## src/rtl/tlqs_pkg.sv

```systemverilog
`timescale 1ns / 1ps
// ----------------------------------------------------------------------------
// tlqs_pkg: thick line quad setup shared definitions
// Register codes, fixed field widths and the status word of the serial units.
// ----------------------------------------------------------------------------
package tlqs_pkg;

  // configuration port
  localparam int unsigned CFG_IDX_W  = 1;
  localparam int unsigned CFG_DATA_W = 10;
  localparam logic [CFG_IDX_W-1:0] CFG_HALF_WIDTH = 1'b0;
  localparam logic [CFG_IDX_W-1:0] CFG_INSET      = 1'b1;

  localparam int unsigned HW_W    = 4;
  localparam int unsigned INSET_W = 10;
  localparam logic [HW_W-1:0]    HW_RESET    = 4'd4;
  localparam logic [INSET_W-1:0] INSET_RESET = 10'd384;

  // result fields
  localparam int unsigned CORNER_W = 14;
  localparam int unsigned LEN_W    = 14;
  localparam int unsigned TINT_W   = 16;
  localparam int unsigned BLEND_W  = 5;
  localparam logic [BLEND_W-1:0] BLEND_FIRST = 5'd2;
  localparam logic [BLEND_W-1:0] BLEND_LAST  = 5'd30;

  // 4.8 normal magnitude: |n| <= half_width * 256 < 2**QUO_W
  localparam int unsigned FRAC_W      = 8;
  localparam int unsigned QUO_W       = HW_W + FRAC_W;
  localparam int unsigned INSET_SHIFT = 16;
  // (2*n) asr 8 is n asr 7
  localparam int unsigned OUT_SHIFT   = 7;

  typedef struct packed {
    logic busy;
    logic done;
  } unit_stat_t;

endpackage

```

## src/rtl/tlqs_sqsum.sv

```systemverilog
`timescale 1ns / 1ps
// ----------------------------------------------------------------------------
// tlqs_sqsum: serial sum of two squares
// Shift-add a*a + b*b, one multiplier bit of each operand per cycle.
// ----------------------------------------------------------------------------
module tlqs_sqsum import tlqs_pkg::*; #(
  parameter int unsigned MAG_W = 14
) (
  input  logic               clk_i,
  input  logic               rst_ni,
  input  logic               start_i,
  input  logic [MAG_W-1:0]   mag_a_i,
  input  logic [MAG_W-1:0]   mag_b_i,
  output unit_stat_t         stat_o,
  output logic [2*MAG_W-1:0] sum_o
);
  localparam int unsigned SUM_W = 2 * MAG_W;
  localparam int unsigned CNT_W = $clog2(MAG_W + 1);

  logic [MAG_W-1:0] mul_a_q, mul_b_q;
  logic [SUM_W-1:0] addend_a_q, addend_b_q, acc_q;
  logic [SUM_W-1:0] part_a, part_b;
  logic [CNT_W-1:0] cnt_q;
  logic             busy_q, done_q;

  assign part_a = mul_a_q[0] ? addend_a_q : '0;
  assign part_b = mul_b_q[0] ? addend_b_q : '0;

  always_ff @(posedge clk_i or negedge rst_ni) begin
    if (!rst_ni) begin
      busy_q <= 1'b0;
      done_q <= 1'b0;
      cnt_q  <= '0;
    end else begin
      done_q <= 1'b0;
      if (start_i) begin
        busy_q <= 1'b1;
        cnt_q  <= CNT_W'(MAG_W);
      end else if (busy_q) begin
        cnt_q <= cnt_q - 1'b1;
        if (cnt_q == CNT_W'(1)) begin
          busy_q <= 1'b0;
          done_q <= 1'b1;
        end
      end
    end
  end

  always_ff @(posedge clk_i) begin
    if (start_i) begin
      mul_a_q    <= mag_a_i;
      mul_b_q    <= mag_b_i;
      addend_a_q <= SUM_W'(mag_a_i);
      addend_b_q <= SUM_W'(mag_b_i);
      acc_q      <= '0;
    end else if (busy_q) begin
      acc_q      <= acc_q + part_a + part_b;
      mul_a_q    <= mul_a_q >> 1;
      mul_b_q    <= mul_b_q >> 1;
      addend_a_q <= addend_a_q << 1;
      addend_b_q <= addend_b_q << 1;
    end
  end

  assign stat_o.busy = busy_q;
  assign stat_o.done = done_q;
  assign sum_o       = acc_q;

endmodule

```

## config.mk

```make
export PLATFORM = sky130hd
export DESIGN_NAME = tlqs_sqsum
export DESIGN_NICKNAME = d
export VERILOG_FILES = /design/src/rtl/tlqs_pkg.sv /design/src/rtl/tlqs_sqsum.sv
export SDC_FILE = /design/constraint.sdc
export NUM_CORES = 1
export LEC_CHECK = 0
export BUFFER_PORTS_ARGS = -buffer_cell sky130_fd_sc_hd__buf_2
export CORE_ASPECT_RATIO = 0.6
export CORE_UTILIZATION = 60
export DETAILED_ROUTE_END_ITERATION = 16
export HOLD_SLACK_MARGIN = 0.02
export PLACE_DENSITY = 0.87
export SYNTH_ARGS = -nofsm -noshare
export SYNTH_HDL_FRONTEND = slang
export SYNTH_SLANG_ARGS = --single-unit
```

## constraint.sdc

```tcl
create_clock -name clk_i -period 4.8 [get_ports clk_i]
set_clock_uncertainty 0.1 [all_clocks]
set_input_delay 1.44 -clock clk_i [delete_from_list [all_inputs] [get_ports clk_i]]
set_output_delay 1.44 -clock clk_i [all_outputs]
set_load 0.02 [all_outputs]
```

After elaboration in Yosys (flattened, before gate mapping)
Index checks and enable logic that the tools add are counted.

Register bits after elaboration: 118. Input port bits: 31. Output and inout port bits: 30. Logic and storage cells: 33.

Add/subtract/negate cells: 3. Eq/ne operators: 1. Muxes and demuxes: 18. Reduce and logical (&&, ||, !) cells: 1.

Operator list (count): two-way mux 14 bit (8); adder 28 bit (2); two-way mux 28 bit (2); two-way mux 4 bit (2); two-way mux 1 bit (6); equality test 4 x 1 -> 1 bit (second input constant) (1); subtractor 4 x 1 -> 4 bit (second input constant) (1); nonzero test 2 bit (1).

Logic depth before layout (Yosys ltp)
Depth in word-level cells: 4. Mapped depth: 14. Depth with buffers taken out: 13.

Worst setup path after synthesis
OpenSTA, ideal clock, no wires.

Path type: input to register. Start: input start_i. End: register addend_a_q[0] (enable). Arrival time: 3.074 ns. Required time: 4.290 ns. Slack: 1.215 ns. Stages on the path: 4. Path through: clkbuf_1 nor2_1 clkbuf_1 inv_1.

Word-level cells in the longest chain between the ends: 1.

Ends and longest elaborated chain: start: declaration (line tlqs_sqsum.sv:11) `input logic start_i,`; nonzero test 2 bit (no source line); end signal: assignment (line tlqs_sqsum.sv:53) `addend_a_q <= SUM_W'(mag_a_i);`; end signal: assignment (line tlqs_sqsum.sv:60) `addend_a_q <= addend_a_q << 1;`; end: declaration (line tlqs_sqsum.sv:21) `logic [SUM_W-1:0] addend_a_q, addend_b_q, acc_q;`.

Every way passes these cells. A chain may end at the register's enable or synchronous reset.

Final worst setup path
Start: register mul_b_q[0]. End: register acc_q[27] (netlist: sum_o[27]).

Word-level cells in the longest chain between the ends: 2.

Ends and longest elaborated chain: start: declaration (line tlqs_sqsum.sv:20) `logic [MAG_W-1:0] mul_a_q, mul_b_q;`; start signal: assignment (line tlqs_sqsum.sv:52) `mul_b_q <= mag_b_i;`; start signal: assignment (line tlqs_sqsum.sv:59) `mul_b_q <= mul_b_q >> 1;`; two-way mux 28 bit (line tlqs_sqsum.sv:27) `assign part_b = mul_b_q[0] ? addend_b_q : '0;`; adder 28 bit (line tlqs_sqsum.sv:57) `acc_q <= acc_q + part_a + part_b;`; end signal: assignment (line tlqs_sqsum.sv:57); end: declaration (line tlqs_sqsum.sv:21).

Every way passes these cells.

==> impl_metrics.tcl <==
set metrics [dict create \
    holdCritPathClass "flop to flop" \
    tritoncts "yes" \
    placeableCoreArea_um2 10800 \
    finalMaxSlewViolations 0 \
    period_share_pct 85.8 \
    synthArstFlopShare_pct 5.08 \
    grt_pass1_wl_um 25000 \
    grt_pass1_vias 4973 \
    start_util_pct 63.3 \
    ir_drop_mv 0.311 \
    worst-setup-path-type "flop to flop" \
    worst_skew_pair.late_latency_ns 0.42 \
    start_kind "flop" \
    cap_violations 0 \
    fin_nets 837 \
    ys_ff_latch 118 \
    routed_wl_um 15300 \
    setup-tns-final_ns 0 \
    fmax_ghz 0.243 \
    fill_cells 738 \
    portBuffers 60 \
    slew-limit-headroom_pct 22.1 \
    synth.net_count 788 \
    postRouteAntennaNets 0 \
    cts_buffers 17 \
    path_clk_slew_ns 0.06 \
    crit_fanout 28 \
    wire_per_inst_um 16.9 \
    cp.arrival_ns 4.33 \
    synth_ff_type "edfxtp_1" \
    rows 29 \
    setup_viol 0 \
    die_h_um 84.7 \
    cts_setup_buffers 0 \
    final_area_um2 7800 \
    finalCriticalPeriod_ns 4.12 \
    die_area_um2 11900 \
    cp.required_ns 5.01 \
    final_util_pct 72.1 \
    p_per_area_nw_per_um2 446 \
    route.detailed.drc 0 \
    gp_congestion 0.901 \
    rsz0062_at_grt "false" \
    die_w_um 140 \
    hpwl_um 10400 \
    synth.avg_cell_area_um2 9.77 \
    outcome "completed" \
    final_common_cell "o21ai_0" \
    h-tree-depth 4 \
    antenna_found_initial 0 \
    clock-root-buffer "clkbuf_16" \
    clkSinkCount 118 \
    drtIter0Drc 416 \
    ys_types 48 \
    placed_cell_area_um2 7220 \
    first_pass_iters 5 \
    hold_buffers 0 \
    grt_use_total_pct 27.5 \
    syn-cell-area_um2 6850 \
    synth_warnings 0 \
    p_leak_nw 3.76 \
    finalHoldViolations 0 \
    drive_above_1_share_pct 13.6 \
    cts_resized 0 \
    cts.path.max_buffers 2 \
    grt_overflow 0 \
    synth_edf_count 56 \
    syn_inst 701 \
    routed_via_density 5.80 \
    worst_slew_pin_slew_ns 1.17 \
    end_kind "flop" \
    p_total_w 0.00348 \
    layout_common_cells "72 x o21ai_0, 66 x inv_1, 59 x nor2_1, 59 x buf_2" \
    grt_max_degree 84 \
    area_growth_pct 13.9 \
    ys_seq_area_share_pct 43.1 \
    diodes 0 \
    dr_total_vias 5234 \
    io_pins 61 \
]
## power breakdown
group	internal [W]	switching (W)	total [W]	leakage, nW
Clock	0.000822	0.000454	0.00128	0.286
Sequential	0.00118	0.000122	0.00130	1.14
Combinational	0.000365	0.000541	0.000906	2.34
Total	0.00236	0.00112	0.00348	3.76
## flip-flops by register name (all words and copies together), names as in the netlist
name and count:
addend_b_q 28, mul_a_q 14, cnt_q 4, busy_q 1, mul_b_q 14, done_q 1, sum_o 28, addend_a_q 28
## cell usage after synthesis, types with 2 or more instances
library cell	count	area share, %
a211oi_1	4	0.44
buf_1	4	0.22
mux2i_1	40	5.8
a41oi_1	2	0.26
nand2_1	58	3.2
edfxtp_1	56	25
and2_1	58	5.3
xnor2_1	14	1.8
dfrtp_1	6	2.2
ha_1	28	5.1
dfxtp_1	56	16
nor2b_1	4	0.37
or3_1	2	0.18
and3_1	2	0.18
a211o_1	2	0.26
mux2_2	5	0.82
o21a_1	3	0.33
o21ai_0	72	5.3
a31oi_1	3	0.27
buf_4	2	0.22
nand4_1	6	0.55
inv_1	67	3.7
nor2_1	59	3.2
xor2_1	8	1.0
a21oi_1	26	1.9
o211ai_1	7	0.77
nor3b_1	2	0.22
nor3_1	4	0.29
clkbuf_1	25	1.4
fa_1	28	8.2
nand2b_1	8	0.73
o221ai_1	3	0.38
nand3_1	8	0.58
o21bai_1	7	0.77
a21o_1	6	0.66
buf_2	3	0.22
a21oi_4	2	0.48
## per-stage QoR
| stage | setup slack, ns | cells | hold slack, ns |
|---|---|---|---|
| 2_1_floorplan | 1.22 | 701 | 0.360 |
| 3_3_place_gp | 0.999 | 870 | 0.377 |
| 3_5_place_dp | 0.756 | 870 | 0.397 |
| 4_1_cts | 0.703 | 902 | 0.404 |
| 5_1_grt | 0.479 | 902 | 0.450 |
| 6_report | 0.680 | 902 | 0.402 |
## path summary, 6_finish.rpt
kind,startpoint,endpoint,slack (ns),cells past startpoint
worst max-delay path,mul_b_q[0],sum_o[27],0.68,13
worst min-delay path,sum_o[0],sum_o[0],0.40,2
worst max register to register,mul_b_q[0],sum_o[27],0.68,13
worst min register to register,sum_o[0],sum_o[0],0.40,2
max in group asynchronous,rst_ni,busy_q,3.72,1
min in group asynchronous,rst_ni,cnt_q[1],0.73,1
## area by class of cell
cell class / count / area [um2] / area share (%)
clock inverters: 11 / 134 / 1.72
flip-flops and latches: 118 / 2950 / 37.9
well taps: 139 / 174 / 2.23
clock buffers: 21 / 450 / 5.77
multi-input cells: 482 / 3500 / 44.9
inverters: 67 / 251 / 3.22
repair buffers: 64 / 333 / 4.27
## layer usage
| layer | global-route usage [%] | wire (um) | vias up |
|---|---|---|---|
| met4 | 8.09 | 159 | 0 |
| met5 | 0 | 0 | - |
| met2 | 40.4 | 6730 | 187 |
| met1 | 40.4 | 7420 | 2543 |
| met3 | 6.67 | 977 | 18 |
| li1 | - | - | 2486 |
## cells by family after synthesis
family / share of synthesized area (%)
AO/OA/AOI/OAI: 13.2
XOR/XNOR: 2.81
adder cells (fa/ha/maj): 13.3
buffers and inverters: 5.70
flip-flops: 43.1
multiplexers: 6.67
AND/OR/NAND/NOR: 15.2
## worst max-delay path, cell delays in order, from the launching register on
cell and delay, ns:
edfxtp_1 0.94, nand2_1 0.17, fa_1 0.41, inv_1 0.09, ha_1 0.18, inv_1 0.06, fa_1 0.41, nand2b_1 0.19
a21oi_1 0.26, o211ai_1 0.22, a21oi_4 0.28, a31oi_1 0.14, mux2i_1 0.18, mux2_2 0.36
Note: power is estimated with default switching activity, not from simulation.
