File: src/rtl/tlqs_pkg.sv
`timescale 1ns / 1ps
// ----------------------------------------------------------------------------
// tlqs_pkg: thick line quad setup shared definitions
// Register codes, fixed field widths and the status word of the serial units.
// ----------------------------------------------------------------------------
package tlqs_pkg;

  // configuration port
  localparam int unsigned CFG_IDX_W  = 1;
  localparam int unsigned CFG_DATA_W = 10;
  localparam logic [CFG_IDX_W-1:0] CFG_HALF_WIDTH = 1'b0;
  localparam logic [CFG_IDX_W-1:0] CFG_INSET      = 1'b1;

  localparam int unsigned HW_W    = 4;
  localparam int unsigned INSET_W = 10;
  localparam logic [HW_W-1:0]    HW_RESET    = 4'd4;
  localparam logic [INSET_W-1:0] INSET_RESET = 10'd384;

  // result fields
  localparam int unsigned CORNER_W = 14;
  localparam int unsigned LEN_W    = 14;
  localparam int unsigned TINT_W   = 16;
  localparam int unsigned BLEND_W  = 5;
  localparam logic [BLEND_W-1:0] BLEND_FIRST = 5'd2;
  localparam logic [BLEND_W-1:0] BLEND_LAST  = 5'd30;

  // 4.8 normal magnitude: |n| <= half_width * 256 < 2**QUO_W
  localparam int unsigned FRAC_W      = 8;
  localparam int unsigned QUO_W       = HW_W + FRAC_W;
  localparam int unsigned INSET_SHIFT = 16;
  // (2*n) asr 8 is n asr 7
  localparam int unsigned OUT_SHIFT   = 7;

  typedef struct packed {
    logic busy;
    logic done;
  } unit_stat_t;

endpackage

File: src/rtl/tlqs_div.sv
`timescale 1ns / 1ps
// ----------------------------------------------------------------------------
// tlqs_div: serial restoring divider
// One quotient bit per cycle; the dividend's upper part must be below the
// divisor, which bounds the quotient to QUO_W bits.
// ----------------------------------------------------------------------------
module tlqs_div import tlqs_pkg::*; #(
  parameter int unsigned DIV_W = 14
) (
  input  logic                   clk_i,
  input  logic                   rst_ni,
  input  logic                   start_i,
  input  logic [DIV_W+QUO_W-1:0] dividend_i,
  input  logic [DIV_W-1:0]       divisor_i,
  output unit_stat_t             stat_o,
  output logic [QUO_W-1:0]       quo_o
);
  localparam int unsigned CNT_W = $clog2(QUO_W + 1);

  logic [DIV_W-1:0] rem_q, dvs_q;
  logic [QUO_W-1:0] low_q, quo_q;
  logic [DIV_W:0]   try_rem, try_diff;
  logic             take;
  logic [CNT_W-1:0] cnt_q;
  logic             busy_q, done_q;

  assign try_rem  = {rem_q, low_q[QUO_W-1]};
  assign take     = try_rem >= {1'b0, dvs_q};
  assign try_diff = try_rem - {1'b0, dvs_q};

  always_ff @(posedge clk_i or negedge rst_ni) begin
    if (!rst_ni) begin
      busy_q <= 1'b0;
      done_q <= 1'b0;
      cnt_q  <= '0;
    end else begin
      done_q <= 1'b0;
      if (start_i) begin
        busy_q <= 1'b1;
        cnt_q  <= CNT_W'(QUO_W);
      end else if (busy_q) begin
        cnt_q <= cnt_q - 1'b1;
        if (cnt_q == CNT_W'(1)) begin
          busy_q <= 1'b0;
          done_q <= 1'b1;
        end
      end
    end
  end

  always_ff @(posedge clk_i) begin
    if (start_i) begin
      rem_q <= dividend_i[DIV_W+QUO_W-1:QUO_W];
      low_q <= dividend_i[QUO_W-1:0];
      dvs_q <= divisor_i;
      quo_q <= '0;
    end else if (busy_q) begin
      rem_q <= take ? try_diff[DIV_W-1:0] : try_rem[DIV_W-1:0];
      low_q <= low_q << 1;
      quo_q <= {quo_q[QUO_W-2:0], take};
    end
  end

  assign stat_o.busy = busy_q;
  assign stat_o.done = done_q;
  assign quo_o       = quo_q;

endmodule

File: config.mk
export PLATFORM = sky130hd
export DESIGN_NAME = tlqs_div
export DESIGN_NICKNAME = d
export VERILOG_FILES = /design/src/rtl/tlqs_pkg.sv /design/src/rtl/tlqs_div.sv
export SDC_FILE = /design/constraint.sdc
export NUM_CORES = 1
export LEC_CHECK = 0
export BUFFER_PORTS_ARGS = -buffer_cell sky130_fd_sc_hd__buf_2
export CAP_MARGIN = 20
export CORE_MARGIN = 1
export CORE_UTILIZATION = 50
export CTS_BUF_LIST = sky130_fd_sc_hd__clkbuf_4 sky130_fd_sc_hd__clkbuf_8
export CTS_CLUSTER_DIAMETER = 100
export DETAILED_ROUTE_END_ITERATION = 12
export PLACE_DENSITY = 0.78
export SYNTH_ARGS = -nofsm -noshare
export SYNTH_HDL_FRONTEND = slang
export SYNTH_SLANG_ARGS = --single-unit
File: constraint.sdc
create_clock -name clk_i -period 3.35 [get_ports clk_i]
set_input_delay 0.1675 -clock clk_i [delete_from_list [all_inputs] [get_ports clk_i]]
set_output_delay 0.1675 -clock clk_i [all_outputs]
set_load 0.01 [all_outputs]
-- Word-level counts from Yosys, hierarchy flattened
Cells that the tools add are included.
- muxes and demuxes: 13
- eq/ne operators: 1
- reductions and logical operators: 1
- add/sub/neg operators: 2
- magnitude comparators: 1
- operators by type and width (operator ; count):
    two-way mux 14 bit ; 3
    two-way mux 12 bit ; 2
    >= comparator 15 x 14 -> 1 bit ; 1
    subtractor 14 bit ; 1
    two-way mux 4 bit ; 2
    two-way mux 1 bit ; 6
    equality test 4 x 1 -> 1 bit (second input constant) ; 1
    subtractor 4 x 1 -> 4 bit (second input constant) ; 1
    nonzero test 2 bit ; 1
- register bits: 58
- input port bits: 43
- word-level logic and storage cells: 25

-- Longest topological paths before layout
- depth in word-level cells: 4
- depth in mapped cells: 11
- mapped depth without buffers: 10

-- Worst setup path before layout
No wires, ideal clock.
- path kind: register -> register
- start point: register rem_q[7]
- end point: register rem_q[10], data pin
- slack: 0.807 ns
- arrival: 2.282 ns
- setup time: 0.261 ns
- clock period less this slack: 2.543 ns
- path buffers: 2
- required time: 3.089 ns
- stages on the path, launching flop included: 11
- path through: edfxtp_1 ha_1 buf_6 a21oi_4 o21ai_2 or3_4 o211a_4 a21oi_4 buf_6 nor3_1 a221o_1
- longest elaborated chain between the ends: 4
- elaborated cells on any way between the ends: 5
- RTL lines (element ; RTL line ; RTL):
    start: declaration ; tlqs_div.sv:20 ; logic [DIV_W-1:0] rem_q, dvs_q;
    start signal: assignment ; tlqs_div.sv:53 ; rem_q <= dividend_i[DIV_W+QUO_W-1:QUO_W];
    start signal: assignment ; tlqs_div.sv:58 ; rem_q <= take ? try_diff[DIV_W-1:0] : try_rem[DIV_W-1:0];
    subtractor 14 bit / >= comparator 15 x 14 -> 1 bit (equally long branches) ; tlqs_div.sv:29, tlqs_div.sv:28 ;
    two-way mux 14 bit (*) ; tlqs_div.sv:58 ;
    two-way mux 14 bit (*) ; tlqs_div.sv:57 ; end else if (busy_q) begin
    two-way mux 14 bit (*) ; tlqs_div.sv:52 ; if (start_i) begin
Every way passes the cells marked *; elsewhere a longest branch is shown, timed or not. The select of a mux whose other input is x is not followed.
A chain may end at the register's enable or synchronous reset.

-- Worst setup path after layout
- start point: register rem_q[7]
- end point: register rem_q[5], data pin
- longest elaborated chain between the ends: 4
- RTL lines (element ; RTL line ; RTL):
    >= comparator 15 x 14 -> 1 bit ; tlqs_div.sv:28 ; assign take = try_rem >= {1'b0, dvs_q};
    two-way mux 14 bit ; tlqs_div.sv:58 ;
    two-way mux 14 bit ; tlqs_div.sv:57 ;
    two-way mux 14 bit ; tlqs_div.sv:52 ;
Every way passes these cells. The select of a mux whose other input is x is not followed.

==> flow_metrics.tcl <==
set metrics [dict create \
    ys_seq_elements 58 \
    drive_above_1_share_pct 30.8 \
    timing_hold_violations_final 0 \
    hold_class "in2reg" \
    clk_pin_slew_ns 0.07 \
    post_cts.resized_instances 0 \
    cts_post_setup_buffers_inserted 0 \
    port_buffers 56 \
    clock-root-buffer "sky130_fd_sc_hd__clkbuf_8" \
    worst-endpoint-required_ns 3.40 \
    fin_crit_ns 2.75 \
    numPlacedInstances 384 \
    syn_area_per_cell_um2 11.9 \
    overflow 0 \
    cts_htree_levels 3 \
    power.static_leakage_nw 1.73 \
    yosys_most_used_dff "sky130_fd_sc_hd__edfxtp_1" \
    antenna_found_initial 0 \
    synth_compound_area_share_pct 11.8 \
    reg2reg_from "rem_q[7]$_DFFE_PP_" \
    floorplan.rows 28 \
    power_density_mw_per_mm2 729 \
    post_synth_and_or_nand_nor_area_fraction_pct 12.1 \
    wirelength_um 5590 \
    setup_viol 0 \
    post_drt_wl_per_cell_um 13.7 \
    yosys.area_share.adder_pct 7.02 \
    synth.yosys.warnings 0 \
    synth.distinct_cells 51 \
    vias_in_the_first_global_route 2165 \
    timing.rr.end "rem_q[5]$_DFFE_PP_" \
    power_switching_share_pct 32.1 \
    gr-usage-all-layers_pct 19.5 \
    areaGrowthSynthToFinish_pct 19.3 \
    pre_cts_ws_ns 0.587 \
    rrSetupSlack_ns 0.60 \
    sequential_power_share_pct 36.8 \
    final_net_count 389 \
    antennaDiodeCount 0 \
    cts_tree "yes" \
    min_period_over_period_pct 82.1 \
    clock-skew-final_ns 0.00791 \
    fillCellCount 503 \
    transition_time_at_the_pin_with_the_least_slew_margin_ns 0.887 \
    timing.final.ws_setup_ns 0.600 \
    number_of_clock_buffers_inserted_by_tritoncts 9 \
    worst-r2r-cell-count 8 \
    synthesis.area_mm2 0.00314 \
    cap_violations 0 \
    largest_net_degree_at_the_start_of_global_routing 53 \
    remaining_drc_errors 0 \
    width_of_the_die_um 81.2 \
    combinational_power_share_pct 37.0 \
    timing.critical_path.from_type "flop" \
    clock_sink_count 58 \
    drt-initial-drc-count 90 \
    route.antenna.remaining_nets 0 \
    core_area_mm2 0.00599 \
    post_synthesis_cell_count 264 \
    setup.worst_path.start "rem_q[7]$_DFFE_PP_" \
    endpoint "rem_q[5]$_DFFE_PP_" \
    synth_async_sr_flop_share_pct 10.3 \
    synth_top_family_by_area "simple AND/OR/NAND/NOR gates" \
    critPathArrivalTime_ns 2.80 \
    detail_route.first_pass.iterations 4 \
    floorplan.die_area_mm2 0.00659 \
    via_count 2147 \
    cts_buffer_depth 2 \
    muxShareOfSynthArea_pct 9.18 \
    syn_nets 324 \
    crit_type "reg2reg" \
    seq_area_frac_synth_pct 50.8 \
    gp_congestion 0.818 \
    finalNonFillerCells 409 \
    vias_per_cell 5.25 \
    ioPinCount 57 \
    initial_core_util_pct 52.3 \
    vdd_ir_drop_max_v 0.000432 \
    dieHeight_um 81.2 \
    internal-power_mw 1.85 \
    clock_latency_ns 0.33 \
    tns_ns 0 \
    status "completed" \
    synth_area_in_xor_xnor_pct 3.63 \
    wire_length_of_the_first_global_routing_pass_um 9590 \
    finalMaxSlewViolations 0 \
    switching_power_mw 0.876 \
    max-slew-margin-rel_pct 40.9 \
    cts.hold.buffers_added 9 \
    critPathMaxFanout 15 \
    detailedPlacementHpwl_um 3840 \
    rsz0062_at_grt "no" \
    endpoint_kind "flop" \
    pwr-share-clk_pct 26.2 \
    clock.fmax_ghz 0.364 \
    number_of_enable_type_register_cells_in_the_synthesized_netlist 40 \
]
## state kept, by name (all words and copies together) (netlist names)
signal	count
busy_q	1
dvs_q	14
done_q	1
rem_q	14
quo_o	12
cnt_q	4
low_q	12
## cells in the mapped netlist, drive strengths merged (2+ instances only)
master / number / area, um2
mux2i: 13 / 130
ha: 16 / 200
nand3b: 7 / 52.6
a21o: 7 / 55.1
nor2: 23 / 86.3
xor2: 9 / 78.8
nand2b: 5 / 31.3
buf: 4 / 37.5
nand2: 14 / 52.6
xnor2: 4 / 35.0
dfrtp: 6 / 150
dfxtp: 12 / 240
a221o: 5 / 51.3
and3: 2 / 13.8
nand3: 4 / 20.0
or3: 2 / 17.5
a21oi: 8 / 62.6
and3b: 2 / 20.0
clkbuf: 10 / 67.6
a211oi: 4 / 30.0
or2: 2 / 12.5
edfxtp: 40 / 1200
nor2b: 2 / 12.5
o21ai: 6 / 33.8
nor3: 3 / 15.0
mux2: 14 / 158
o211a: 2 / 27.5
inv: 18 / 67.6
o311ai: 7 / 61.3
## final cells by class
cell class	instances	area (um2)	area share (%)
Timing Repair Buffer	68	393	10.5
Inverter	18	67.6	1.81
Sequential cell	58	1590	42.6
Tap cell	75	93.8	2.51
Multi-Input combinational cell	174	1370	36.7
Clock inverter	5	77.6	2.07
Clock buffer	11	145	3.88
## per-layer routing
layer / track usage (%) / vias up / routed length [um]
met3: 5.39 / 9 / 283
met4: 8.57 / 0 / 83
met5: 0 / - / 0
met2: 31.6 / 47 / 2650
li1: - / 1090 / -
met1: 24.3 / 1001 / 2570
## power by group through the flow
stage	clock network (mW)	registers, mW	logic [mW]
2_1_floorplan	0	0.998	0.847
3_3_place_gp	0	1.01	0.972
3_5_place_dp	0	1.01	0.999
4_1_cts	0.736	1.00	1.01
5_1_grt	0.767	1.02	1.14
6_report	0.715	1.00	1.01
## cell families after synthesis
kind of cell    Yosys count
buf+inv                  32
compound gates           45
flops                    58
xor+xnor                 13
fa+ha+maj                17
mux                      27
simple gates             72
## critical path: stages (launching register included)
cell and delay [ns]:
sky130_fd_sc_hd__edfxtp_1 0.39, sky130_fd_sc_hd__ha_1 0.44, sky130_fd_sc_hd__a21oi_4 0.22, sky130_fd_sc_hd__o21ai_2 0.08, sky130_fd_sc_hd__or3_4 0.34, sky130_fd_sc_hd__o211a_4 0.25, sky130_fd_sc_hd__a21oi_4 0.32, sky130_fd_sc_hd__buf_4 0.27
sky130_fd_sc_hd__o311ai_0 0.16
## stage by stage
stage	utilization, %	power (mW)	hold slack, ns	cell area, um2
floorplan	-	1.84	-0.128	3140
global placement	57.2	1.98	-0.00443	3430
detailed placement	57.2	2.01	0.00290	3430
CTS	62.4	2.75	0.00242	3740
global route	62.4	2.93	0.000915	3740
finish	62.4	2.73	0.0185	3740
## worst min-delay path by stage
stage	slack (ns)	cells past startpoint	endpoint	startpoint
3_5_place_dp	0.003	1	cnt_q[1]$_DFFE_PN0P_	rst_ni
2_1_floorplan	-0.13	0	busy_q$_DFF_PN0_	rst_ni
4_1_cts	0.002	1	dvs_q[9]$_DFFE_PP_	divisor_i[9]
3_3_place_gp	-0.004	1	cnt_q[1]$_DFFE_PN0P_	rst_ni
6_report	0.02	1	dvs_q[9]$_DFFE_PP_	divisor_i[9]
5_1_grt	0.0009	1	dvs_q[4]$_DFFE_PP_	divisor_i[4]
## layout by cell type (no fill, tap or decap), types with 3 or more instances in the layout
master | netlist | routed
sky130_fd_sc_hd__ha_1 | 16 | 16
sky130_fd_sc_hd__mux2_2 | 14 | 14
sky130_fd_sc_hd__dfxtp_1 | 12 | 12
sky130_fd_sc_hd__o311ai_0 | 7 | 7
sky130_fd_sc_hd__buf_4 | 2 | 3
sky130_fd_sc_hd__xor2_1 | 9 | 9
sky130_fd_sc_hd__o21ai_0 | 5 | 5
sky130_fd_sc_hd__inv_1 | 18 | 18
sky130_fd_sc_hd__nand3_1 | 4 | 4
sky130_fd_sc_hd__nor2_1 | 23 | 23
sky130_fd_sc_hd__a21o_1 | 5 | 5
sky130_fd_sc_hd__dfrtp_1 | 6 | 6
sky130_fd_sc_hd__xnor2_1 | 4 | 4
sky130_fd_sc_hd__nor3_1 | 3 | 3
sky130_fd_sc_hd__nand2_1 | 14 | 14
sky130_fd_sc_hd__edfxtp_1 | 40 | 40
sky130_fd_sc_hd__nand2b_1 | 5 | 5
sky130_fd_sc_hd__a21oi_1 | 6 | 6
sky130_fd_sc_hd__nand3b_1 | 7 | 7
sky130_fd_sc_hd__a221o_1 | 4 | 4
sky130_fd_sc_hd__buf_2 | 0 | 56
sky130_fd_sc_hd__clkbuf_8 | 3 | 10
sky130_fd_sc_hd__a211oi_1 | 4 | 4
sky130_fd_sc_hd__mux2i_1 | 13 | 13
sky130_fd_sc_hd__dlygate4sd3_1 | 0 | 9
(Power assumes the default switching activity.)
