`config.mk`:
```
export PLATFORM = sky130hd
export DESIGN_NAME = tlqs_isqrt
export DESIGN_NICKNAME = d
export VERILOG_FILES = /design/src/rtl/tlqs_pkg.sv /design/src/rtl/tlqs_isqrt.sv
export SDC_FILE = /design/constraint.sdc
export NUM_CORES = 1
export LEC_CHECK = 0
export BUFFER_PORTS_ARGS = -buffer_cell sky130_fd_sc_hd__buf_4
export CAP_MARGIN = 30
export CORE_MARGIN = 4
export CORE_UTILIZATION = 55
export DETAILED_ROUTE_END_ITERATION = 8
export GPL_ROUTABILITY_DRIVEN = 0
export HOLD_SLACK_MARGIN = 0.03
export PLACE_DENSITY_LB_ADDON = 0.08
export SETUP_SLACK_MARGIN = 0.2
export SLEW_MARGIN = 5
export SYNTH_ARGS = -nofsm -noshare
export SYNTH_HDL_FRONTEND = slang
export SYNTH_SLANG_ARGS = --single-unit
```
`constraint.sdc`:
```
create_clock -name clk_i -period 2.9 [get_ports clk_i]
set_input_delay 0.145 -clock clk_i [delete_from_list [all_inputs] [get_ports clk_i]]
set_output_delay 0.145 -clock clk_i [all_outputs]
set_load 0.05 [all_outputs]
```
`src/rtl/tlqs_pkg.sv`:
```
`timescale 1ns / 1ps
// ----------------------------------------------------------------------------
// tlqs_pkg: thick line quad setup shared definitions
// Register codes, fixed field widths and the status word of the serial units.
// ----------------------------------------------------------------------------
package tlqs_pkg;

  // configuration port
  localparam int unsigned CFG_IDX_W  = 1;
  localparam int unsigned CFG_DATA_W = 10;
  localparam logic [CFG_IDX_W-1:0] CFG_HALF_WIDTH = 1'b0;
  localparam logic [CFG_IDX_W-1:0] CFG_INSET      = 1'b1;

  localparam int unsigned HW_W    = 4;
  localparam int unsigned INSET_W = 10;
  localparam logic [HW_W-1:0]    HW_RESET    = 4'd4;
  localparam logic [INSET_W-1:0] INSET_RESET = 10'd384;

  // result fields
  localparam int unsigned CORNER_W = 14;
  localparam int unsigned LEN_W    = 14;
  localparam int unsigned TINT_W   = 16;
  localparam int unsigned BLEND_W  = 5;
  localparam logic [BLEND_W-1:0] BLEND_FIRST = 5'd2;
  localparam logic [BLEND_W-1:0] BLEND_LAST  = 5'd30;

  // 4.8 normal magnitude: |n| <= half_width * 256 < 2**QUO_W
  localparam int unsigned FRAC_W      = 8;
  localparam int unsigned QUO_W       = HW_W + FRAC_W;
  localparam int unsigned INSET_SHIFT = 16;
  // (2*n) asr 8 is n asr 7
  localparam int unsigned OUT_SHIFT   = 7;

  typedef struct packed {
    logic busy;
    logic done;
  } unit_stat_t;

endpackage

```
`src/rtl/tlqs_isqrt.sv`:
```
`timescale 1ns / 1ps
// ----------------------------------------------------------------------------
// tlqs_isqrt: serial floor square root
// Digit-by-digit root: two radicand bits in, one root bit out per cycle.
// ----------------------------------------------------------------------------
module tlqs_isqrt import tlqs_pkg::*; #(
  parameter int unsigned ROOT_W = 14
) (
  input  logic                clk_i,
  input  logic                rst_ni,
  input  logic                start_i,
  input  logic [2*ROOT_W-1:0] rad_i,
  output unit_stat_t          stat_o,
  output logic [ROOT_W-1:0]   root_o
);
  localparam int unsigned RAD_W = 2 * ROOT_W;
  localparam int unsigned REM_W = ROOT_W + 1;
  localparam int unsigned TRY_W = ROOT_W + 3;
  localparam int unsigned CNT_W = $clog2(ROOT_W + 1);

  logic [RAD_W-1:0]  rad_q;
  logic [REM_W-1:0]  rem_q;
  logic [ROOT_W-1:0] root_q;
  logic [TRY_W-1:0]  try_rem, try_sub, try_diff;
  logic              take;
  logic [CNT_W-1:0]  cnt_q;
  logic              busy_q, done_q;

  assign try_rem  = {rem_q, rad_q[RAD_W-1 -: 2]};
  assign try_sub  = TRY_W'({root_q, 2'b01});
  assign take     = try_rem >= try_sub;
  assign try_diff = try_rem - try_sub;

  always_ff @(posedge clk_i or negedge rst_ni) begin
    if (!rst_ni) begin
      busy_q <= 1'b0;
      done_q <= 1'b0;
      cnt_q  <= '0;
    end else begin
      done_q <= 1'b0;
      if (start_i) begin
        busy_q <= 1'b1;
        cnt_q  <= CNT_W'(ROOT_W);
      end else if (busy_q) begin
        cnt_q <= cnt_q - 1'b1;
        if (cnt_q == CNT_W'(1)) begin
          busy_q <= 1'b0;
          done_q <= 1'b1;
        end
      end
    end
  end

  always_ff @(posedge clk_i) begin
    if (start_i) begin
      rad_q  <= rad_i;
      rem_q  <= '0;
      root_q <= '0;
    end else if (busy_q) begin
      rad_q  <= rad_q << 2;
      // remainder stays at most twice the partial root
      rem_q  <= take ? try_diff[REM_W-1:0] : try_rem[REM_W-1:0];
      root_q <= {root_q[ROOT_W-2:0], take};
    end
  end

  assign stat_o.busy = busy_q;
  assign stat_o.done = done_q;
  assign root_o      = root_q;

endmodule

```
# Word level (Yosys, flattened, before mapping)
# Index checks and enable logic that the tools add are counted.
# op_classes
add_sub_neg,2
magnitude_cmp,1
eq_ne,1
n_mux,11
n_reduce_logical,1
# op_table
cell,n
2-to-1 mux 28 bit,2
>= comparator 17 x 16 -> 1 bit,1
2-to-1 mux 15 bit,1
subtractor 15 bit,1
2-to-1 mux 4 bit,2
2-to-1 mux 1 bit,6
"equality test 4 x 1 -> 1 bit, second input constant",1
"subtractor 4 x 1 -> 4 bit, second input constant",1
nonzero test 2 bit,1
# totals
ff_bits,63
output_inout_bits,16
elab_cells,22

# Logic depth before layout (Yosys ltp)
# Gate-level depths: netlist of run 1.
# logic_depth
ltp_word,4
depth_mapped,10
ltp_nobuf,8

# Least setup slack after synthesis of run 1
# OpenSTA, ideal clock, no wires.
# synth_timing
path_type,register -> register
from,register root_q[7] (netlist: root_o[7])
to,register rem_q[11]
setup_ns,0.125
arrival_time_ns,2.508
slack_ns,0.267
path_stages_with_launch,11
n_path_buf,2
synth_period_minus_slack_ns,2.633
cell_sequence,dfxtp_1 -> inv_1 -> ha_1 -> buf_2 -> nand3_1 -> or3_1 -> or2_4 -> a31o_4 -> buf_6 -> a32oi_1 -> o21ai_0
# synth_via
elab_chain_len,2
word_cells_on_any_way,3
classes_between,1 x add/sub; 1 x order compare; 1 x mux
# synth_lines
item,line,text
start: declaration,tlqs_isqrt.sv:23,logic [ROOT_W-1:0] root_q;
start signal: assignment,tlqs_isqrt.sv:63,"root_q <= {root_q[ROOT_W-2:0], take};"
subtractor 15 bit or >= comparator 17 x 16 -> 1 bit (tied branches),"tlqs_isqrt.sv:32, tlqs_isqrt.sv:31",
2-to-1 mux 15 bit (*),tlqs_isqrt.sv:62,rem_q <= take ? try_diff[REM_W-1:0] : try_rem[REM_W-1:0];
end signal: assignment,tlqs_isqrt.sv:62,
end: declaration,tlqs_isqrt.sv:22,logic [REM_W-1:0] rem_q;
# Mark *: on every way between the ends. The rest lies on a longest branch, timed or not.
# A chain may end at the register's enable or synchronous reset.

# Worst setup path in the final report of run 1
# layout_timing
from,register root_q[7] (netlist: root_o[7])
to,register rem_q[5]
# layout_via
elab_chain_len,2
# layout_lines
item,line,text
>= comparator 17 x 16 -> 1 bit,tlqs_isqrt.sv:31,assign take = try_rem >= try_sub;
2-to-1 mux 15 bit,tlqs_isqrt.sv:62,
# No other way between the ends.

==> results.py, run 1 <==
metrics = {
    "detailed_routing": {
        "routed_via_density": 5.65,
        "dr.first_iter.drc_count": 158,
        "dr.pass1.iters": 4,
        "remaining_drc_errors": 0,
        "post_drt_wl_per_cell_um": 15.5,
        "routed_wl_um": 7220,
        "num_vias": 2626,
        "ant_nets": 0,
    },
    "power_and_ir_drop": {
        "power_density_mw_per_mm2": 922,
        "p_leak_nw": 1.79,
        "ir_drop_mv": 0.558,
    },
    "sta": {
        "worst_pin_slew_ns": 0.641,
        "fin_tns_setup_ns": 0,
        "slew_violations": 0,
        "finalSetupViolCount": 0,
        "slew-limit-headroom": 0.571,
        "rsz0062_at_grt": "false",
        "skew_ns": 0.00908,
        "period_share": 0.866,
        "finalHoldViolCount": 0,
        "period_needed_ns": 2.51,
        "fmax_ghz": 0.398,
    },
    "final_layout": {
        "nets": 434,
        "final_common_cell": "buf_4",
        "fill_cells": 508,
        "fin_util": 0.676,
        "syn2layout_area_growth_pct": 17.3,
        "final_cell_mix": "50 x buf_4, 36 x nor2_1, 33 x nand2_1, 29 x dfxtp_1, 28 x edfxtp_1",
        "post_route_cells_drive_above_1_share": 0.259,
        "n_antenna_cell": 0,
    },
    "floorplanning": {
        "die_y_um": 87.5,
        "die_area_mm2": 0.00765,
        "die_x_um": 87.5,
        "rows": 28,
        "start_util": 0.576,
        "core_area_mm2": 0.00603,
        "ios": 47,
    },
    "cts": {
        "tritoncts": "done",
        "cts.sinks": 63,
        "cts_buffers": 9,
        "cts-root-buf": "clkbuf_8",
        "h-tree-depth": 3,
        "clock_path_buffers": 2,
        "clkTransAtPathRegs_ns": 0.08,
        "clkLatencyLatePin_ns": 0.35,
    },
    "global_routing": {
        "antenna_found_initial": 0,
        "grt_max_degree": 37,
        "grt_pass1_wl_um": 12500,
        "grt_overflow_total": 0,
        "grt.total_usage": 0.210,
        "first_global_vias": 2590,
    },
    "logic_synthesis": {
        "netlist_instances": 340,
        "synth.distinct_cells": 54,
        "yosys_warnings": 0,
        "netlist_area_mm2": 0.00347,
        "yosys_most_used_dff": "dfxtp_1",
        "async_flop_share": 0.0952,
        "synth_edf_count": 28,
        "ys_ff_latch": 63,
        "seq_area_frac_synth": 0.453,
        "avgSynthCellArea_um2": 10.2,
        "synth_nets": 389,
    },
    "setup_path": {
        "crit_arrival_ns": 2.74,
        "crit_path_start_kind": "flip-flop",
        "crit_fanout": 13,
        "worstSetupPathType": "flip-flop to flip-flop",
        "crit_family": "simple AND/OR/NAND/NOR gates",
        "cp_slowest_cell": "ha_1",
        "path_cells": "inv_1 -> ha_1 -> nand3_1 -> or3_1 -> or2_4 -> a31oi_4 -> buf_12 -> nor3_1 -> a2111oi_1",
        "critical_path.max_stage_delay_ns": 0.42,
        "critPathBufInv": 2,
        "crit_required_ns": 3.13,
        "endpoint_kind": "flip-flop",
    },
    "run_status": {
        "outcome": "finished, final reports clean",
    },
    "hold_path": {
        "hold_path_class": "input pin to flip-flop",
    },
    "flow_run": {
        "drv_cap": 0,
    },
    "placed_design": {
        "portBuffers": 46,
        "hpwlAfterDp_um": 5140,
    },
}
[through the flow]
step / power, mW / std cells / area, µm² / hold slack [ns] / worst slack, ns
floorplan: 2.59 / 340 / 3470 / -0.151 / 0.267
global placement: 2.88 / 447 / 3850 / -0.0450 / 0.441
detailed placement: 2.91 / 447 / 3850 / -0.0426 / 0.247
CTS: 3.69 / 464 / 4050 / 0.0712 / 0.235
global route: 4.04 / 465 / 4070 / 0.0875 / 0.232
finish: 3.75 / 465 / 4070 / 0.0786 / 0.389
[synth_stat cells (3+ instances only)]
master	count	area (µm²)
nor2_1	36	135
nand2_1	33	124
dfxtp_1	29	581
edfxtp_1	28	841
mux2_2	26	293
inv_1	24	90.1
ha_1	18	225
mux2i_1	16	160
a21oi_1	11	55.1
o21ai_0	11	55.1
nand3_1	9	45.0
xnor2_1	7	61.3
clkbuf_1	6	22.5
dfrtp_1	6	150
nor3_1	6	30.0
a311oi_1	5	43.8
a32oi_1	5	43.8
buf_1	4	15.0
buf_2	4	20.0
o21a_1	4	30.0
nand2b_1	3	18.8
nand4_1	3	18.8
nor4_1	3	18.8
o211ai_1	3	22.5
or3_1	3	18.8
xor2_1	3	26.3
[routing by layer]
metal  up-vias  GRT usage  routed length, µm
li1       1319          -                  -
met1      1224      0.300               3410
met2        72      0.314               3290
met3        11     0.0331                384
met4         0     0.0879                135
met5         -          0                  0
[report_power, final]
group,switching [mW],internal (mW)
Sequential,0.0972,1.07
Combinational,1.03,0.799
Clock,0.362,0.398
[kinds of logic (layout without fill, tap and decap cells)]
group                      Yosys count  after routing  share of synthesized area
adders and majority gates           18             18                     0.0649
AOI/OAI and AO/OA                   61             61                      0.139
and+or+nand+nor                    104            104                      0.134
xor gates and xnor gates            10             10                     0.0252
muxes                               42             42                      0.130
buffers and inverters               42             92                     0.0533
DFF                                 63             63                      0.453
[area by class of cell]
cell class | count | area, µm² | share of cell area
Inverter | 24 | 90.1 | 0.0221
Clock buffer | 9 | 124 | 0.0304
Sequential cell | 63 | 1570 | 0.386
Timing Repair Buffer | 52 | 405 | 0.0995
Tap cell | 75 | 93.8 | 0.0230
Multi-Input combinational cell | 235 | 1720 | 0.421
Clock inverter | 7 | 72.6 | 0.0178
[what timing repair did]
action / 4_1_cts / 5_1_grt
hold endpoints to repair: 6 / 0
setup buffers: 0 / 1
resized for setup: 0 / 1
setup endpoints to repair: 0 / 11
hold buffers: 1 / 0
[path summary, 6_finish.rpt]
kind | start | to | slack (ns) | cells after the start
min in group asynchronous | rst_ni | cnt_q[0] | 0.13 | 2
hold reg to reg | rem_q[13] | rem_q[13] | 0.49 | 2
setup reg to reg | root_o[7] | rem_q[5] | 0.39 | 9
setup / recovery | root_o[7] | rem_q[5] | 0.39 | 9
max in group asynchronous | rst_ni | busy_q | 2.64 | 2
hold / removal | rad_i[1] | rad_q[1] | 0.08 | 2
[flip-flops by register name (all words and copies together) (netlist names)]
register,cells
done_q,1
rem_q,15
busy_q,1
rad_q,28
root_o,14
cnt_q,4
Note: power is estimated with default switching activity, not from simulation.
==> run 2: changes to the inputs <==
--- a/config.mk
+++ b/config.mk
@@ -5,6 +5,7 @@
 export SDC_FILE = /design/constraint.sdc
 export NUM_CORES = 1
 export LEC_CHECK = 0
+export ABC_AREA = 1
 export BUFFER_PORTS_ARGS = -buffer_cell sky130_fd_sc_hd__buf_4
 export CAP_MARGIN = 30
 export CORE_MARGIN = 4
==> run 2 against run 1 <==
Compared with the run above:
- first-iteration DRC count increased by 28%
- clock skew increased by 0.0039 ns
- sequential share of layout area decreased by 2.1 points
- largest power group unchanged
- via count increased by 22%
- utilization decreased by 0.17 points
- die area increased by 4.6%
- count of clock-buffer cells in the layout increased by 4
- critical path type unchanged
- sequential power about the same
==> results.py, run 2 <==
metrics = {
    "global_routing": {
        "antenna_found_initial": 0,
        "first_global_vias": 2977,
        "grt.total_usage": 0.226,
        "grt_pass1_wl_um": 13700,
        "grt_overflow_total": 0,
        "grt_max_degree": 41,
    },
    "sta": {
        "period_needed_ns": 2.19,
        "slew_violations": 0,
        "skew_ns": 0.0130,
        "fin_tns_setup_ns": 0,
        "fmax_ghz": 0.456,
        "setup_ws_ns": 0.706,
        "worst_pin_slew_ns": 0.918,
        "rsz0062_at_grt": "false",
        "finalHoldViolCount": 0,
        "slew-limit-headroom": 0.387,
        "period_share": 0.757,
        "finalSetupViolCount": 0,
    },
    "detailed_routing": {
        "dr.first_iter.drc_count": 203,
        "dr.pass1.iters": 4,
        "num_vias": 3198,
        "ant_nets": 0,
        "remaining_drc_errors": 0,
        "post_drt_wl_per_cell_um": 13.3,
        "routed_via_density": 5.17,
        "routed_wl_um": 8190,
    },
    "floorplanning": {
        "core_area_mm2": 0.00639,
        "rows": 29,
        "die_x_um": 89.5,
        "die_area_mm2": 0.00800,
        "die_y_um": 89.5,
        "start_util": 0.572,
        "ios": 47,
    },
    "hold_path": {
        "hold_path_class": "input pin to flip-flop",
        "hold_start": "rad_i[1]",
        "min_to": "rad_q[1]",
        "hold_depth": 3,
    },
    "cts": {
        "clkTransAtPathRegs_ns": 0.07,
        "h-tree-depth": 3,
        "postCtsSetupBuffers": 0,
        "tritoncts": "done",
        "clkLatencyLatePin_ns": 0.35,
        "cts_resized": 0,
        "cts_buffers": 9,
        "cts-root-buf": "clkbuf_8",
        "cts.sinks": 63,
        "clock_path_buffers": 2,
        "holdBufCountCts": 1,
    },
    "logic_synthesis": {
        "seq_area_frac_synth": 0.431,
        "synth_nets": 539,
        "synth_top_cell_by_area": "edfxtp_1",
        "yosysTopAreaCellShare": 0.230,
        "synth.area.top_cells": "edfxtp_1 23%, nand2_1 19%, dfxtp_1 16%, inv_1 6.7%, ha_1 6.2%",
        "ys_ff_latch": 63,
        "yosysMostFrequentCell": "nand2_1",
        "yosys-top-cells-count": "182 x nand2_1, 65 x inv_1, 30 x nor2_1",
        "netlist_instances": 490,
        "yosys_most_used_dff": "dfxtp_1",
        "netlist_area_mm2": 0.00365,
        "yosys_warnings": 0,
        "synth.distinct_cells": 34,
        "async_flop_share": 0.0952,
        "avgSynthCellArea_um2": 7.45,
        "synth_edf_count": 28,
    },
    "power_and_ir_drop": {
        "p_comb_frac": 0.505,
        "power_density_mw_per_mm2": 992,
        "p_leak_nw": 2.22,
        "switching_share": 0.427,
        "switchingPower_mw": 1.82,
        "p_clk_frac": 0.222,
        "ir_drop_mv": 0.532,
        "internal_power_mw": 2.45,
        "seq_power_share": 0.274,
    },
    "final_layout": {
        "nets": 585,
        "final_cell_mix": "182 x nand2_1, 65 x inv_1, 48 x buf_4, 30 x nor2_1",
        "post_route_cells_drive_above_1_share": 0.168,
        "largest_reg_flops": 28,
        "top_register": "rad_q",
        "syn2layout_area_growth_pct": 18.0,
        "n_antenna_cell": 0,
        "final_common_cell": "nand2_1",
    },
    "placed_design": {
        "portBuffers": 46,
        "pre_cts_ws_ns": 0.749,
        "hpwlAfterDp_um": 6150,
    },
    "flow_run": {
        "drv_cap": 0,
    },
    "setup_path": {
        "crit_path_start_kind": "flip-flop",
        "crit_required_ns": 3.14,
        "crit_fanout": 19,
        "regToRegSetupSlack_ns": 0.71,
        "crit_top_cell": "nand2_1",
        "r2r_start": "root_o[8]",
        "endpoint_kind": "flip-flop",
        "rr_worst_depth": 13,
        "critical_path.max_stage_delay_ns": 0.37,
        "worstSetupPathType": "flip-flop to flip-flop",
        "reg2reg_to": "rem_q[14]",
        "path_cells": "inv_1 -> ha_1 -> nand2_1 -> nand2_1 -> nand2_1 -> nand2_1 -> nand2_1 -> nand2_2 -> a21oi_4 -> nand2_4 -> or2_1 -> nand3_1 -> nand2_1",
        "crit_arrival_ns": 2.43,
        "cp_slowest_cell": "ha_1",
    },
    "run_status": {
        "outcome": "finished, final reports clean",
    },
}
## run 2: worst max-delay path by stage
stage / slack [ns] / end / startpoint / depth (start not counted)
2_1_floorplan: 0.63 / rem_q[5] / root_o[10] / 13
3_3_place_gp: 0.79 / rem_q[14] / root_o[8] / 13
3_5_place_dp: 0.75 / rem_q[11] / root_o[8] / 13
4_1_cts: 0.71 / rem_q[14] / root_o[8] / 13
5_1_grt: 0.50 / rem_q[14] / root_o[8] / 13
6_report: 0.71 / rem_q[14] / root_o[8] / 13
## run 2: kinds of logic (layout without fill, tap and decap cells)
family	after synthesis	count (layout)	synth area share
buffers and inverters	82	133	0.0908
adders and majority gates	18	18	0.0617
DFF	63	63	0.431
and+or+nand+nor	277	277	0.326
AOI/OAI and AO/OA	50	50	0.0912
## run 2: power groups by stage
stage / sequential [mW] / combinational, mW / clock, mW
finish: 1.17 / 2.16 / 0.948
floorplan: 1.19 / 1.71 / 0
detailed placement: 1.18 / 2.12 / 0
CTS: 1.16 / 2.14 / 0.966
global route: 1.18 / 2.45 / 1.01
global placement: 1.18 / 2.09 / 0
## run 2: layer usage
metal  share of wire  track usage
met5               0            0
met1            0.47        0.297
met3           0.055       0.0571
met2            0.46        0.347
met4           0.017        0.111
## run 2: worst max-delay path, delay by kind of cell, from the launching register on
family | cells | cell delay (ns)
AOI/OAI and AO/OA | 1 | 0.26
adders and majority gates | 1 | 0.37
buffers and inverters | 1 | 0.08
DFF | 1 | 0.35
and+or+nand+nor | 10 | 1.02
## run 2: area by class of cell
class / instances / area [µm²]
fillers: 578 / 2080
multi-input cells: 345 / 1750
flip-flops and latches: 63 / 1570
repair buffers: 50 / 390
inverters: 67 / 251
clock buffers: 13 / 159
well taps: 77 / 96.3
clock inverters: 3 / 90.1
## run 2: through the flow
step	cells	utilization	cell area, µm²	hold slack [ns]	power [mW]
final	618	0.674	4310	0.0506	4.27
after global routing	618	0.674	4310	0.0403	4.64
after CTS	618	0.674	4310	0.0416	4.27
after detailed placement	601	0.634	4050	-0.0430	3.30
after global placement	601	0.634	4050	-0.0461	3.27
after floorplan	490	-	3650	-0.151	2.91
